**config.mk**
```make
export PLATFORM = sky130hd
export DESIGN_NAME = stereo_voice_mixer_ramped_pan
export DESIGN_NICKNAME = d
export VERILOG_FILES = /design/src/rtl/core/svm_pkg.sv /design/src/rtl/core/svm_div.sv /design/src/rtl/core/svm_mul.sv /design/src/rtl/core/stereo_voice_mixer_ramped_pan.sv
export SDC_FILE = /design/constraint.sdc
export NUM_CORES = 2
export LEC_CHECK = 0
export BUFFER_PORTS_ARGS = -buffer_cell sky130_fd_sc_hd__buf_2
export CORE_MARGIN = 5
export CORE_UTILIZATION = 50
export CTS_CLUSTER_SIZE = 28
export DETAILED_ROUTE_END_ITERATION = 8
export GPL_TIMING_DRIVEN = 0
export PLACE_DENSITY = 0.66
export SYNTH_ARGS = -nofsm -noshare
export SYNTH_HDL_FRONTEND = slang
export SYNTH_SLANG_ARGS = --single-unit
export TNS_END_PERCENT = 5
```
**constraint.sdc**
```tcl
create_clock -name clk_i -period 30.4 [get_ports clk_i]
set_input_delay 1.52 -clock clk_i [delete_from_list [all_inputs] [get_ports clk_i]]
set_output_delay 1.52 -clock clk_i [all_outputs]
set_load 0.05 [all_outputs]
```
**src/rtl/core/svm_pkg.sv**
```systemverilog
// shared types, constants and gain table for the stereo voice mixer
`timescale 1ns / 1ps
package svm_pkg;

  localparam int unsigned SampleBits   = 16;
  localparam int unsigned PositionBits = 24;
  localparam int unsigned BufferBits   = 12;
  localparam int unsigned TableBits    = 8;
  localparam int unsigned TableSize    = 1 << TableBits;
  localparam int unsigned VolBits      = 17;
  localparam int unsigned PanBits      = 16;
  localparam int unsigned CfgIdxBits   = 3;
  localparam int unsigned CfgDataBits  = 24;
  localparam int unsigned DivNumBits   = VolBits + BufferBits;
  localparam int unsigned DivDenBits   = BufferBits + 1;
  localparam int unsigned MulABits     = 34;
  localparam int unsigned MulBBits     = 18;
  localparam int unsigned MulPBits     = MulABits + MulBBits;

  localparam logic [CfgIdxBits-1:0] CFG_SOUND_LENGTH  = 3'd0;
  localparam logic [CfgIdxBits-1:0] CFG_LOOP_ENABLE   = 3'd1;
  localparam logic [CfgIdxBits-1:0] CFG_TARGET_VOLUME = 3'd2;
  localparam logic [CfgIdxBits-1:0] CFG_TARGET_PAN    = 3'd3;
  localparam logic [CfgIdxBits-1:0] CFG_BUFFER_FRAMES = 3'd4;

  localparam logic [VolBits-1:0]    UNITY_VOLUME = 17'h10000;
  localparam logic [VolBits-1:0]    UNITY_GAIN   = 17'h08000;

  typedef enum logic [3:0] {
    ST_IDLE, ST_START, ST_VMUL, ST_VDIV, ST_VWAIT, ST_PMUL, ST_PDIV, ST_PWAIT,
    ST_GAIN, ST_LMUL1, ST_LMUL2, ST_RMUL1, ST_RMUL2, ST_RRND, ST_DONE
  } state_e;

  typedef struct packed {
    logic                  start;
    logic [DivNumBits-1:0] dividend;
    logic [DivDenBits-1:0] divisor;
  } div_req_t;

  typedef logic [TableSize-1:0][15:0] gain_tab_t;

  // shift and subtract long division, only used to build the table
  function automatic longint unsigned long_div(input longint unsigned num,
                                               input longint unsigned den);
    longint unsigned rem;
    longint unsigned quo;
    rem = '0;
    quo = '0;
    for (int b = 63; b >= 0; b--) begin
      rem = {rem[62:0], num[b]};
      quo = {quo[62:0], 1'b0};
      if (rem >= den) begin
        rem    = rem - den;
        quo[0] = 1'b1;
      end
    end
    return quo;
  endfunction

  function automatic logic [15:0] sine_entry(input int unsigned k);
    longint unsigned x;
    longint unsigned x2;
    longint unsigned t;
    longint unsigned sd [6];
    logic [63:0] r;
    sd = '{156, 110, 72, 42, 20, 6};
    x  = (longint'(k) * 64'd1686629713) >> TableBits;
    x2 = (x * x) >> 30;
    t  = 64'd1 << 30;
    for (int j = 0; j < 6; j++) begin
      t = (64'd1 << 30) - long_div((x2 * t) >> 30, sd[j]);
    end
    r = (((x * t) >> 30) + 64'd16384) >> 15;
    return r[15:0];
  endfunction

  function automatic gain_tab_t build_gain_tab();
    gain_tab_t tab;
    for (int unsigned k = 0; k < TableSize; k++) begin
      tab[k] = sine_entry(k);
    end
    return tab;
  endfunction

  localparam gain_tab_t GAIN_TAB = build_gain_tab();

endpackage

```
**src/rtl/core/svm_div.sv**
```systemverilog
// iterative restoring divider, one quotient bit per cycle
`timescale 1ns / 1ps
module svm_div (
  input  logic                             clk_i,
  input  logic                             rst_ni,
  input  svm_pkg::div_req_t                req_i,
  output logic                             done_o,
  output logic [svm_pkg::DivNumBits-1:0]   quotient_o
);
  import svm_pkg::*;

  localparam int unsigned CntBits = $clog2(DivNumBits + 1);

  logic                  busy_q, busy_d;
  logic                  done_q, done_d;
  logic [CntBits-1:0]    cnt_q, cnt_d;
  logic [DivDenBits-1:0] rem_q, rem_d;
  logic [DivDenBits-1:0] dvs_q, dvs_d;
  logic [DivNumBits-1:0] quo_q, quo_d;
  logic [DivDenBits:0]   trial;

  always_comb begin
    busy_d = busy_q;
    done_d = 1'b0;
    cnt_d  = cnt_q;
    rem_d  = rem_q;
    dvs_d  = dvs_q;
    quo_d  = quo_q;
    trial  = {rem_q, quo_q[DivNumBits-1]};
    if (req_i.start) begin
      busy_d = 1'b1;
      cnt_d  = CntBits'(DivNumBits);
      rem_d  = '0;
      dvs_d  = req_i.divisor;
      quo_d  = req_i.dividend;
    end else if (busy_q) begin
      if (trial >= {1'b0, dvs_q}) begin
        rem_d = DivDenBits'(trial - {1'b0, dvs_q});
        quo_d = {quo_q[DivNumBits-2:0], 1'b1};
      end else begin
        rem_d = trial[DivDenBits-1:0];
        quo_d = {quo_q[DivNumBits-2:0], 1'b0};
      end
      cnt_d = cnt_q - 1'b1;
      if (cnt_q == CntBits'(1)) begin
        busy_d = 1'b0;
        done_d = 1'b1;
      end
    end
  end

  always_ff @(posedge clk_i or negedge rst_ni) begin
    if (!rst_ni) begin
      busy_q <= 1'b0;
      done_q <= 1'b0;
      cnt_q  <= '0;
    end else begin
      busy_q <= busy_d;
      done_q <= done_d;
      cnt_q  <= cnt_d;
    end
  end

  always_ff @(posedge clk_i) begin
    rem_q <= rem_d;
    dvs_q <= dvs_d;
    quo_q <= quo_d;
  end

  assign done_o     = done_q;
  assign quotient_o = quo_q;

endmodule

```
**src/rtl/core/svm_mul.sv**
```systemverilog
// shared signed multiplier with registered product
`timescale 1ns / 1ps
module svm_mul (
  input  logic                                  clk_i,
  input  logic signed [svm_pkg::MulABits-1:0]   a_i,
  input  logic signed [svm_pkg::MulBBits-1:0]   b_i,
  output logic signed [svm_pkg::MulPBits-1:0]   p_o
);
  import svm_pkg::*;

  logic signed [MulPBits-1:0] p_q, p_d;

  always_comb begin
    p_d = MulPBits'(a_i) * MulPBits'(b_i);
  end

  always_ff @(posedge clk_i) begin
    p_q <= p_d;
  end

  assign p_o = p_q;

endmodule

```
**src/rtl/core/stereo_voice_mixer_ramped_pan.sv**
```systemverilog
// top level: equal-power pan mixer with linear volume and pan ramps
// One stereo frame is taken per transaction and at most one scaled frame is returned. The
// frame count of a buffer is fixed on its first frame; volume and pan ramp linearly from the
// previous buffer's targets. Each item runs, from one accepted transaction to the next, through
// the accept, a start step on the first frame of a buffer, two passes of the shared bit-serial
// divider (a start, 29 quotient bits and a done strobe) for the volume and pan ramp fractions,
// one multiplier pass ahead of each, then the gain lookup, four more multiplier passes,
// rounding and the output load; a stalled output register adds its wait to the last of these.
// A finished frame waits in the output register, so the next frame can be taken while it is
// pending. A frame taken after a non-looping sound has ended, or at a buffer start with no
// frames left, gives no result. tlast marks the last frame of a buffer or the end of the
// sound; tuser is the channel-enabled flag.
`timescale 1ns / 1ps
module stereo_voice_mixer_ramped_pan (
  input  logic                                clk_i,
  input  logic                                rst_ni,
  input  logic                                cfg_we_i,
  input  logic [svm_pkg::CfgIdxBits-1:0]      cfg_idx_i,
  input  logic [svm_pkg::CfgDataBits-1:0]     cfg_data_i,
  input  logic                                s_axis_tvalid,
  output logic                                s_axis_tready,
  input  logic [31:0]                         s_axis_tdata,  // left_in, right_in
  output logic                                m_axis_tvalid,
  input  logic                                m_axis_tready,
  output logic [55:0]                         m_axis_tdata,  // left_out, right_out, next_position
  output logic                                m_axis_tlast,  // buffer_last
  output logic                                m_axis_tuser   // channel_enabled
);
  import svm_pkg::*;

  state_e state_q, state_d;

  logic [PositionBits-1:0] len_q;
  logic                    loop_q;
  logic [VolBits-1:0]      tvol_q;
  logic signed [PanBits-1:0] tpan_q;
  logic [DivDenBits-1:0]   bfr_q;

  logic [PositionBits-1:0] pos_q;
  logic [BufferBits-1:0]   fib_q;
  logic [DivDenBits-1:0]   n_q;
  logic [VolBits-1:0]      sv_q;
  logic signed [PanBits-1:0] sp_q;
  logic                    en_q;

  logic signed [SampleBits-1:0] xl_q, xr_q, lo_q, ro_q;
  logic [VolBits-1:0]      vol_q, gl_q, gr_q;
  logic signed [PanBits-1:0] pan_q;

  logic                    ov_q;
  logic [55:0]             od_q;
  logic                    ol_q, ou_q;

  div_req_t                 div_req;
  logic                     div_done;
  logic [DivNumBits-1:0]    div_quo;
  logic signed [MulABits-1:0] mul_a;
  logic signed [MulBBits-1:0] mul_b;
  logic signed [MulPBits-1:0] mul_p;

  logic                    in_acc;
  logic [VolBits-1:0]      vt;
  logic                    v_up, p_up;
  logic [VolBits-1:0]      v_mag, p_mag;
  logic [VolBits-1:0]      q17;
  logic [DivDenBits-1:0]   bf_sat, bf;
  logic [PositionBits-1:0] left_cnt;
  logic [PanBits-1:0]      u;
  logic [VolBits-1:0]      cu;
  logic [TableBits:0]      cidx;
  logic [VolBits-1:0]      g_sin, g_cos;
  logic signed [MulPBits-1:0] rsum;
  logic signed [MulPBits-32:0] rsh;
  logic signed [SampleBits-1:0] rsat;
  logic [PositionBits:0]   pos_inc;
  logic                    wrap, snd_end, last;
  logic [PositionBits-1:0] pos_new;
  logic [BufferBits:0]     fib_inc;
  logic                    out_load;

  assign in_acc   = s_axis_tvalid && s_axis_tready;
  assign out_load = (state_q == ST_DONE) && (!ov_q || m_axis_tready);

  assign vt    = (tvol_q > UNITY_VOLUME) ? UNITY_VOLUME : tvol_q;
  assign v_up  = vt >= sv_q;
  assign v_mag = v_up ? (vt - sv_q) : (sv_q - vt);
  assign p_up  = tpan_q >= sp_q;
  assign p_mag = p_up ? VolBits'(17'(signed'(tpan_q)) - 17'(signed'(sp_q)))
                      : VolBits'(17'(signed'(sp_q)) - 17'(signed'(tpan_q)));
  assign q17   = div_quo[VolBits-1:0];

  always_comb begin
    bf_sat = bfr_q;
    if (bfr_q == '0) begin
      bf_sat = DivDenBits'(1);
    end else if (bfr_q > DivDenBits'(1 << BufferBits)) begin
      bf_sat = DivDenBits'(1 << BufferBits);
    end
    left_cnt = (pos_q < len_q) ? (len_q - pos_q) : '0;
    bf = bf_sat;
    if (!loop_q && (left_cnt < PositionBits'(bf_sat))) begin
      bf = left_cnt[DivDenBits-1:0];
    end
  end

  assign u     = {~pan_q[PanBits-1], pan_q[PanBits-2:0]};
  assign cu    = UNITY_VOLUME - VolBits'(u);
  assign cidx  = cu[VolBits-1:VolBits-1-TableBits];
  assign g_sin = VolBits'(GAIN_TAB[u[PanBits-1:PanBits-TableBits]]);
  assign g_cos = cidx[TableBits] ? UNITY_GAIN : VolBits'(GAIN_TAB[cidx[TableBits-1:0]]);

  assign rsum = mul_p + MulPBits'(64'd1 << 30);
  assign rsh  = rsum[MulPBits-1:31];
  always_comb begin
    if (rsh > (MulPBits-31)'(32767)) begin
      rsat = 16'sh7fff;
    end else if (rsh < -(MulPBits-31)'(32768)) begin
      rsat = 16'sh8000;
    end else begin
      rsat = rsh[SampleBits-1:0];
    end
  end

  assign pos_inc = {1'b0, pos_q} + 1'b1;
  assign wrap    = pos_inc >= {1'b0, len_q};
  assign snd_end = wrap && !loop_q;
  assign pos_new = (wrap && loop_q) ? '0 : pos_inc[PositionBits-1:0];
  assign fib_inc = {1'b0, fib_q} + 1'b1;
  assign last    = snd_end || (fib_inc >= n_q);

  always_comb begin
    state_d = state_q;
    unique case (state_q)
      ST_IDLE: begin
        if (in_acc && en_q) begin
          state_d = (fib_q == '0) ? ST_START : ST_VMUL;
        end
      end
      ST_START: state_d = (bf == '0) ? ST_IDLE : ST_VMUL;
      ST_VMUL:  state_d = ST_VDIV;
      ST_VDIV:  state_d = ST_VWAIT;
      ST_VWAIT: if (div_done) state_d = ST_PMUL;
      ST_PMUL:  state_d = ST_PDIV;
      ST_PDIV:  state_d = ST_PWAIT;
      ST_PWAIT: if (div_done) state_d = ST_GAIN;
      ST_GAIN:  state_d = ST_LMUL1;
      ST_LMUL1: state_d = ST_LMUL2;
      ST_LMUL2: state_d = ST_RMUL1;
      ST_RMUL1: state_d = ST_RMUL2;
      ST_RMUL2: state_d = ST_RRND;
      ST_RRND:  state_d = ST_DONE;
      ST_DONE:  if (out_load) state_d = ST_IDLE;
      default:  state_d = ST_IDLE;
    endcase
  end

  always_comb begin
    mul_a            = '0;
    mul_b            = '0;
    div_req.start    = 1'b0;
    div_req.dividend = mul_p[DivNumBits-1:0];
    div_req.divisor  = n_q;
    s_axis_tready    = 1'b0;
    unique case (state_q)
      ST_IDLE: s_axis_tready = 1'b1;
      ST_VMUL: begin
        mul_a = MulABits'(v_mag);
        mul_b = MulBBits'(fib_q);
      end
      ST_PMUL: begin
        mul_a = MulABits'(p_mag);
        mul_b = MulBBits'(fib_q);
      end
      ST_VDIV, ST_PDIV: div_req.start = 1'b1;
      ST_LMUL1: begin
        mul_a = MulABits'(xl_q);
        mul_b = MulBBits'(gl_q);
      end
      ST_LMUL2, ST_RMUL2: begin
        mul_a = mul_p[MulABits-1:0];
        mul_b = MulBBits'(vol_q);
      end
      ST_RMUL1: begin
        mul_a = MulABits'(xr_q);
        mul_b = MulBBits'(gr_q);
      end
      default: ;
    endcase
  end

  svm_div u_div (
    .clk_i      (clk_i),
    .rst_ni     (rst_ni),
    .req_i      (div_req),
    .done_o     (div_done),
    .quotient_o (div_quo)
  );

  svm_mul u_mul (
    .clk_i (clk_i),
    .a_i   (mul_a),
    .b_i   (mul_b),
    .p_o   (mul_p)
  );

  always_ff @(posedge clk_i or negedge rst_ni) begin
    if (!rst_ni) begin
      state_q <= ST_IDLE;
      len_q   <= PositionBits'(1);
      loop_q  <= 1'b0;
      tvol_q  <= '0;
      tpan_q  <= '0;
      bfr_q   <= DivDenBits'(1024);
      pos_q   <= '0;
      fib_q   <= '0;
      n_q     <= '0;
      sv_q    <= '0;
      sp_q    <= '0;
      en_q    <= 1'b1;
      ov_q    <= 1'b0;
    end else begin
      state_q <= state_d;
      if (cfg_we_i) begin
        unique case (cfg_idx_i)
          CFG_SOUND_LENGTH:  len_q  <= cfg_data_i[PositionBits-1:0];
          CFG_LOOP_ENABLE:   loop_q <= cfg_data_i[0];
          CFG_TARGET_VOLUME: tvol_q <= cfg_data_i[VolBits-1:0];
          CFG_TARGET_PAN:    tpan_q <= cfg_data_i[PanBits-1:0];
          CFG_BUFFER_FRAMES: bfr_q  <= cfg_data_i[DivDenBits-1:0];
          default: ;
        endcase
      end
      if (state_q == ST_START) begin
        if (bf == '0) begin
          sv_q <= vt;
          sp_q <= tpan_q;
          en_q <= loop_q || (pos_q < len_q);
        end else begin
          n_q <= bf;
        end
      end
      if (out_load) begin
        pos_q <= pos_new;
        if (last) begin
          fib_q <= '0;
          sv_q  <= vt;
          sp_q  <= tpan_q;
          en_q  <= loop_q || (pos_new < len_q);
        end else begin
          fib_q <= fib_inc[BufferBits-1:0];
        end
      end
      if (out_load) begin
        ov_q <= 1'b1;
      end else if (m_axis_tready) begin
        ov_q <= 1'b0;
      end
    end
  end

  always_ff @(posedge clk_i) begin
    if (in_acc) begin
      xl_q <= s_axis_tdata[15:0];
      xr_q <= s_axis_tdata[31:16];
    end
    if (state_q == ST_VWAIT && div_done) begin
      vol_q <= v_up ? (sv_q + q17) : (sv_q - q17);
    end
    if (state_q == ST_PWAIT && div_done) begin
      pan_q <= p_up ? PanBits'(17'(signed'(sp_q)) + q17)
                    : PanBits'(17'(signed'(sp_q)) - q17);
    end
    if (state_q == ST_GAIN) begin
      gl_q <= g_cos;
      gr_q <= g_sin;
    end
    if (state_q == ST_RMUL1) begin
      lo_q <= rsat;
    end
    if (state_q == ST_RRND) begin
      ro_q <= rsat;
    end
    if (out_load) begin
      od_q <= {pos_new, ro_q, lo_q};
      ol_q <= last;
      ou_q <= last ? (loop_q || (pos_new < len_q)) : en_q;
    end
  end

  assign m_axis_tvalid = ov_q;
  assign m_axis_tdata  = od_q;
  assign m_axis_tlast  = ol_q;
  assign m_axis_tuser  = ou_q;

endmodule

```
==> flow_results.xml <==
<?xml version="1.0" encoding="UTF-8"?>
<metrics>
  <group name="outcome">
    <metric name="run_status" unit="">finished with violations</metric>
    <metric name="failed_checks" unit="">capacitance limit, slew limit</metric>
  </group>
  <group name="timing">
    <metric name="final-setup-viol-count" unit="">0</metric>
    <metric name="timing.setup.tns" unit="ps">0</metric>
    <metric name="worstMarginPinSlew" unit="ps">1550</metric>
    <metric name="relSlewSlack" unit="%">-3.31</metric>
    <metric name="max_freq" unit="MHz">78.9</metric>
    <metric name="finalCriticalPeriod" unit="ps">12680</metric>
    <metric name="hold_viol" unit="">0</metric>
    <metric name="setup_repair_after_global_routing_missed_its_margin" unit="">no</metric>
    <metric name="final_min_period_over_clock_period" unit="%">41.7</metric>
    <metric name="skew" unit="ps">71.2</metric>
    <metric name="final_max_slew_viol_count" unit="">26</metric>
  </group>
  <group name="yosys">
    <metric name="synthMostInstantiatedCell" unit="">nand2_1</metric>
    <metric name="avgSynthCellArea" unit="µm²">8.46</metric>
    <metric name="seq_area_frac_synth" unit="%">22.6</metric>
    <metric name="synthCells" unit="">6436</metric>
    <metric name="synth.cell_area" unit="µm²">54500</metric>
    <metric name="synth_area_leader" unit="">fa_1</metric>
    <metric name="yosysWarningCount" unit="">0</metric>
    <metric name="yosys_register_bits" unit="">459</metric>
    <metric name="async_reset_ff_share" unit="%">36.2</metric>
    <metric name="syn-num-nets" unit="">7429</metric>
    <metric name="synth_largest_type_area_fraction" unit="%">20.5</metric>
    <metric name="cell_types_occupying_the_most_area_after_synthesis" unit="">fa_1 21%, edfxtp_1 13%, ha_1 8.5%</metric>
    <metric name="synth-edff-count" unit="">228</metric>
    <metric name="synth.distinct_cells" unit="">106</metric>
    <metric name="synth_ff_type" unit="">edfxtp_1</metric>
    <metric name="synthTopCellsByCount" unit="">921 x nand2_1, 916 x inv_1, 559 x fa_1</metric>
  </group>
  <group name="power_and_ir_drop">
    <metric name="power_per_cell_area" unit="nW/µm²">61.9</metric>
    <metric name="leak_pwr" unit="nW">26.2</metric>
    <metric name="power.ir.vdd_worst" unit="µV">57.8</metric>
  </group>
  <group name="critical_path">
    <metric name="regToRegEndpoint" unit="">u_mul.p_o[51]$_DFF_P_</metric>
    <metric name="ff2ff_setup_slack" unit="ps">17720</metric>
    <metric name="timing.critical_path.buf_inv" unit="">11</metric>
    <metric name="crit_type" unit="">reg2reg</metric>
    <metric name="cp_num_cells" unit="">44</metric>
    <metric name="arrival" unit="ps">13240</metric>
    <metric name="critPathMaxFanout" unit="">10</metric>
    <metric name="setup.worst_path.end_class" unit="">register</metric>
    <metric name="crit_slowest_cell" unit="">a211oi_1</metric>
    <metric name="crit_path_largest_cell_delay" unit="ps">780</metric>
    <metric name="cp-startpoint" unit="">tvol_q[7]$_DFFE_PN0P_</metric>
    <metric name="startpoint_type" unit="">register</metric>
    <metric name="crit_required" unit="ps">30960</metric>
    <metric name="worst-r2r-cell-count" unit="">44</metric>
    <metric name="end_point_of_the_critical_path" unit="">u_mul.p_o[51]$_DFF_P_</metric>
    <metric name="rr_startpoint" unit="">tvol_q[7]$_DFFE_PN0P_</metric>
    <metric name="path_delay_family" unit="">compound AO/OA/AOI/OAI gates</metric>
  </group>
  <group name="clocking">
    <metric name="numCtsBuffers" unit="">55</metric>
    <metric name="clockRootBuffer" unit="">clkbuf_16</metric>
    <metric name="cts_htree_levels" unit="">2</metric>
    <metric name="clk_path_buf_depth" unit="">3</metric>
    <metric name="cts_setup_buffers" unit="">0</metric>
    <metric name="clock_insertion_delay_worst_skew" unit="ps">680</metric>
    <metric name="cts.hold.buffers_added" unit="">0</metric>
    <metric name="tritoncts_clock_tree" unit="">built</metric>
    <metric name="cts_num_sinks" unit="">459</metric>
    <metric name="post_cts.resized_instances" unit="">0</metric>
    <metric name="clkTransAtPathRegs" unit="ps">60</metric>
  </group>
  <group name="route">
    <metric name="routed_via_density" unit="">6.27</metric>
    <metric name="route.vias.total" unit="">50700</metric>
    <metric name="routed_wirelength" unit="mm">223</metric>
    <metric name="drt_iter0_drc" unit="">6516</metric>
    <metric name="firstDrtPassIters" unit="">7</metric>
    <metric name="postRouteAntennaNets" unit="">0</metric>
    <metric name="routed_wire_length_per_instance" unit="µm">27.5</metric>
    <metric name="detail_route.drc_violations" unit="">0</metric>
  </group>
  <group name="layout">
    <metric name="post_synthesis_to_final_layout_area_growth" unit="%">8.28</metric>
    <metric name="final_util" unit="%">54.3</metric>
    <metric name="layout-drive-gt1-share" unit="%">5.63</metric>
    <metric name="final_stage_net_count" unit="">7622</metric>
    <metric name="area.sequential" unit="µm²">12300</metric>
    <metric name="multi_input_comb_area" unit="µm²">37200</metric>
    <metric name="fillers" unit="">10100</metric>
    <metric name="layoutNonFillerInstCount" unit="">8093</metric>
  </group>
  <group name="floorplanning">
    <metric name="coreArea" unit="µm²">109000</metric>
    <metric name="die_w" unit="µm">340</metric>
    <metric name="initial_utilization" unit="%">50.2</metric>
    <metric name="design.die.area" unit="µm²">116000</metric>
    <metric name="dieHeight" unit="µm">340</metric>
    <metric name="top_level_ports" unit="">124</metric>
    <metric name="placementRows" unit="">121</metric>
  </group>
  <group name="global_route">
    <metric name="antenna_found_initial" unit="">2</metric>
    <metric name="grt_pass1_wl" unit="mm">329</metric>
    <metric name="gr-usage-all-layers" unit="%">37.7</metric>
    <metric name="grt_pass1_vias" unit="">50700</metric>
    <metric name="grt_overflow" unit="">0</metric>
    <metric name="grt_max_degree" unit="">99</metric>
  </group>
  <group name="placed_design">
    <metric name="placed_cells_incl_taps" unit="">7985</metric>
    <metric name="dp_hpwl" unit="mm">175</metric>
    <metric name="port_buffers" unit="">123</metric>
    <metric name="gp_routability_congestion" unit="">1.02</metric>
  </group>
  <group name="min_path">
    <metric name="hold_path_class" unit="">reg2reg</metric>
    <metric name="min_path_cells" unit="">0</metric>
  </group>
  <group name="flow_run">
    <metric name="max_cap_violations" unit="">3</metric>
  </group>
</metrics>
==> worst register-to-register path, delay by kind of cell, from the launching register on <==
family,cells,cell delay [ps]
flip-flops,1,420
AO/OA/AOI/OAI,12,3860
buffers and inverters,11,1920
AND/OR/NAND/NOR,11,2100
XOR/XNOR,2,530
adder cells (fa/ha/maj),8,3760
==> through the flow <==
stage	cell area [µm²]	hold WS, ps	setup slack (ps)	total power [mW]
after global placement	56900	400	17590	2.88
final	59000	418	17720	3.65
after global routing	59000	427	17040	3.85
after floorplan	54500	400	20860	2.29
after detailed placement	57100	405	17550	2.90
after CTS	59000	418	17450	3.62
==> state kept, by name (all words and copies together), names as in the netlist, 17 cells and up <==
name              count
sv_q                 17
vol_q                17
pos_q                24
tvol_q               17
u_mul.p_o            52
m_axis_tdata         56
len_q                24
u_div.quotient_o     29
==> cells by family (layout without fill, tap and decap cells) <==
group / Yosys count / in the layout / share of synthesized area (%)
multiplexers: 143 / 143 / 2.91
other: 0 / 3 / 0
XOR/XNOR: 228 / 228 / 3.67
adder cells (fa/ha/maj): 929 / 929 / 29.0
AO/OA/AOI/OAI: 1444 / 1444 / 17.1
AND/OR/NAND/NOR: 1952 / 1952 / 15.6
flip-flops: 459 / 459 / 22.6
buffers and inverters: 1281 / 1521 / 9.11
==> metal layers <==
metal  GRT usage [%]  share of wire, %  vias up
li1                -                 -    22000
met1            49.5                39    24800
met2            58.1                43     3191
met3            7.91                10      795
met4            21.8               7.3        4
met5           0.542             0.045        -
==> area by class of cell <==
type                    instances  area share (%)
clock buffers                  73            2.53
repair buffers                136            1.37
inverters                     919            5.85
flip-flops and latches        459            20.9
multi-input cells            4696            63.1
well taps                    1414            3.00
plain buffers                 362            2.57
diodes                          3          0.0127
clock inverters                31           0.651
==> cell usage in the layout (no fill, tap or decap), types with 147 or more instances in the layout <==
cell type	synthesis	final
nand2_1	921	921
inv_1	916	916
fa_1	559	559
nor2_1	498	496
a21oi_1	399	399
ha_1	370	370
o21ai_0	344	344
clkbuf_1	289	300
edfxtp_1	228	228
xnor2_1	174	173
dfrtp_1	163	163
buf_2	24	147
==> where the power goes <==
| group | switching, mW | internal [mW] | leakage [nW] |
|---|---|---|---|
| Clock | 0.296 | 0.394 | 0.914 |
| Combinational | 1.29 | 0.733 | 20.5 |
| Sequential | 0.111 | 0.824 | 4.78 |
| Total | 1.70 | 1.95 | 26.2 |
==> how the worst min path moves through the flow <==
| stage | to | slack, ps | start |
|---|---|---|---|
| after floorplan | m_axis_tdata[0]$_DFFE_PP_ | 400 | lo_q[0]$_DFFE_PN_ |
| after global placement | m_axis_tdata[20]$_DFFE_PP_ | 400 | ro_q[4]$_DFFE_PP_ |
| after detailed placement | m_axis_tdata[10]$_DFFE_PP_ | 400 | lo_q[10]$_DFFE_PN_ |
| after CTS | m_axis_tdata[21]$_DFFE_PP_ | 420 | ro_q[5]$_DFFE_PP_ |
| after global routing | m_axis_tdata[22]$_DFFE_PP_ | 430 | ro_q[6]$_DFFE_PP_ |
| final | m_axis_tdata[30]$_DFFE_PP_ | 420 | ro_q[14]$_DFFE_PP_ |
No activity file was read; power rests on OpenSTA's default activity.
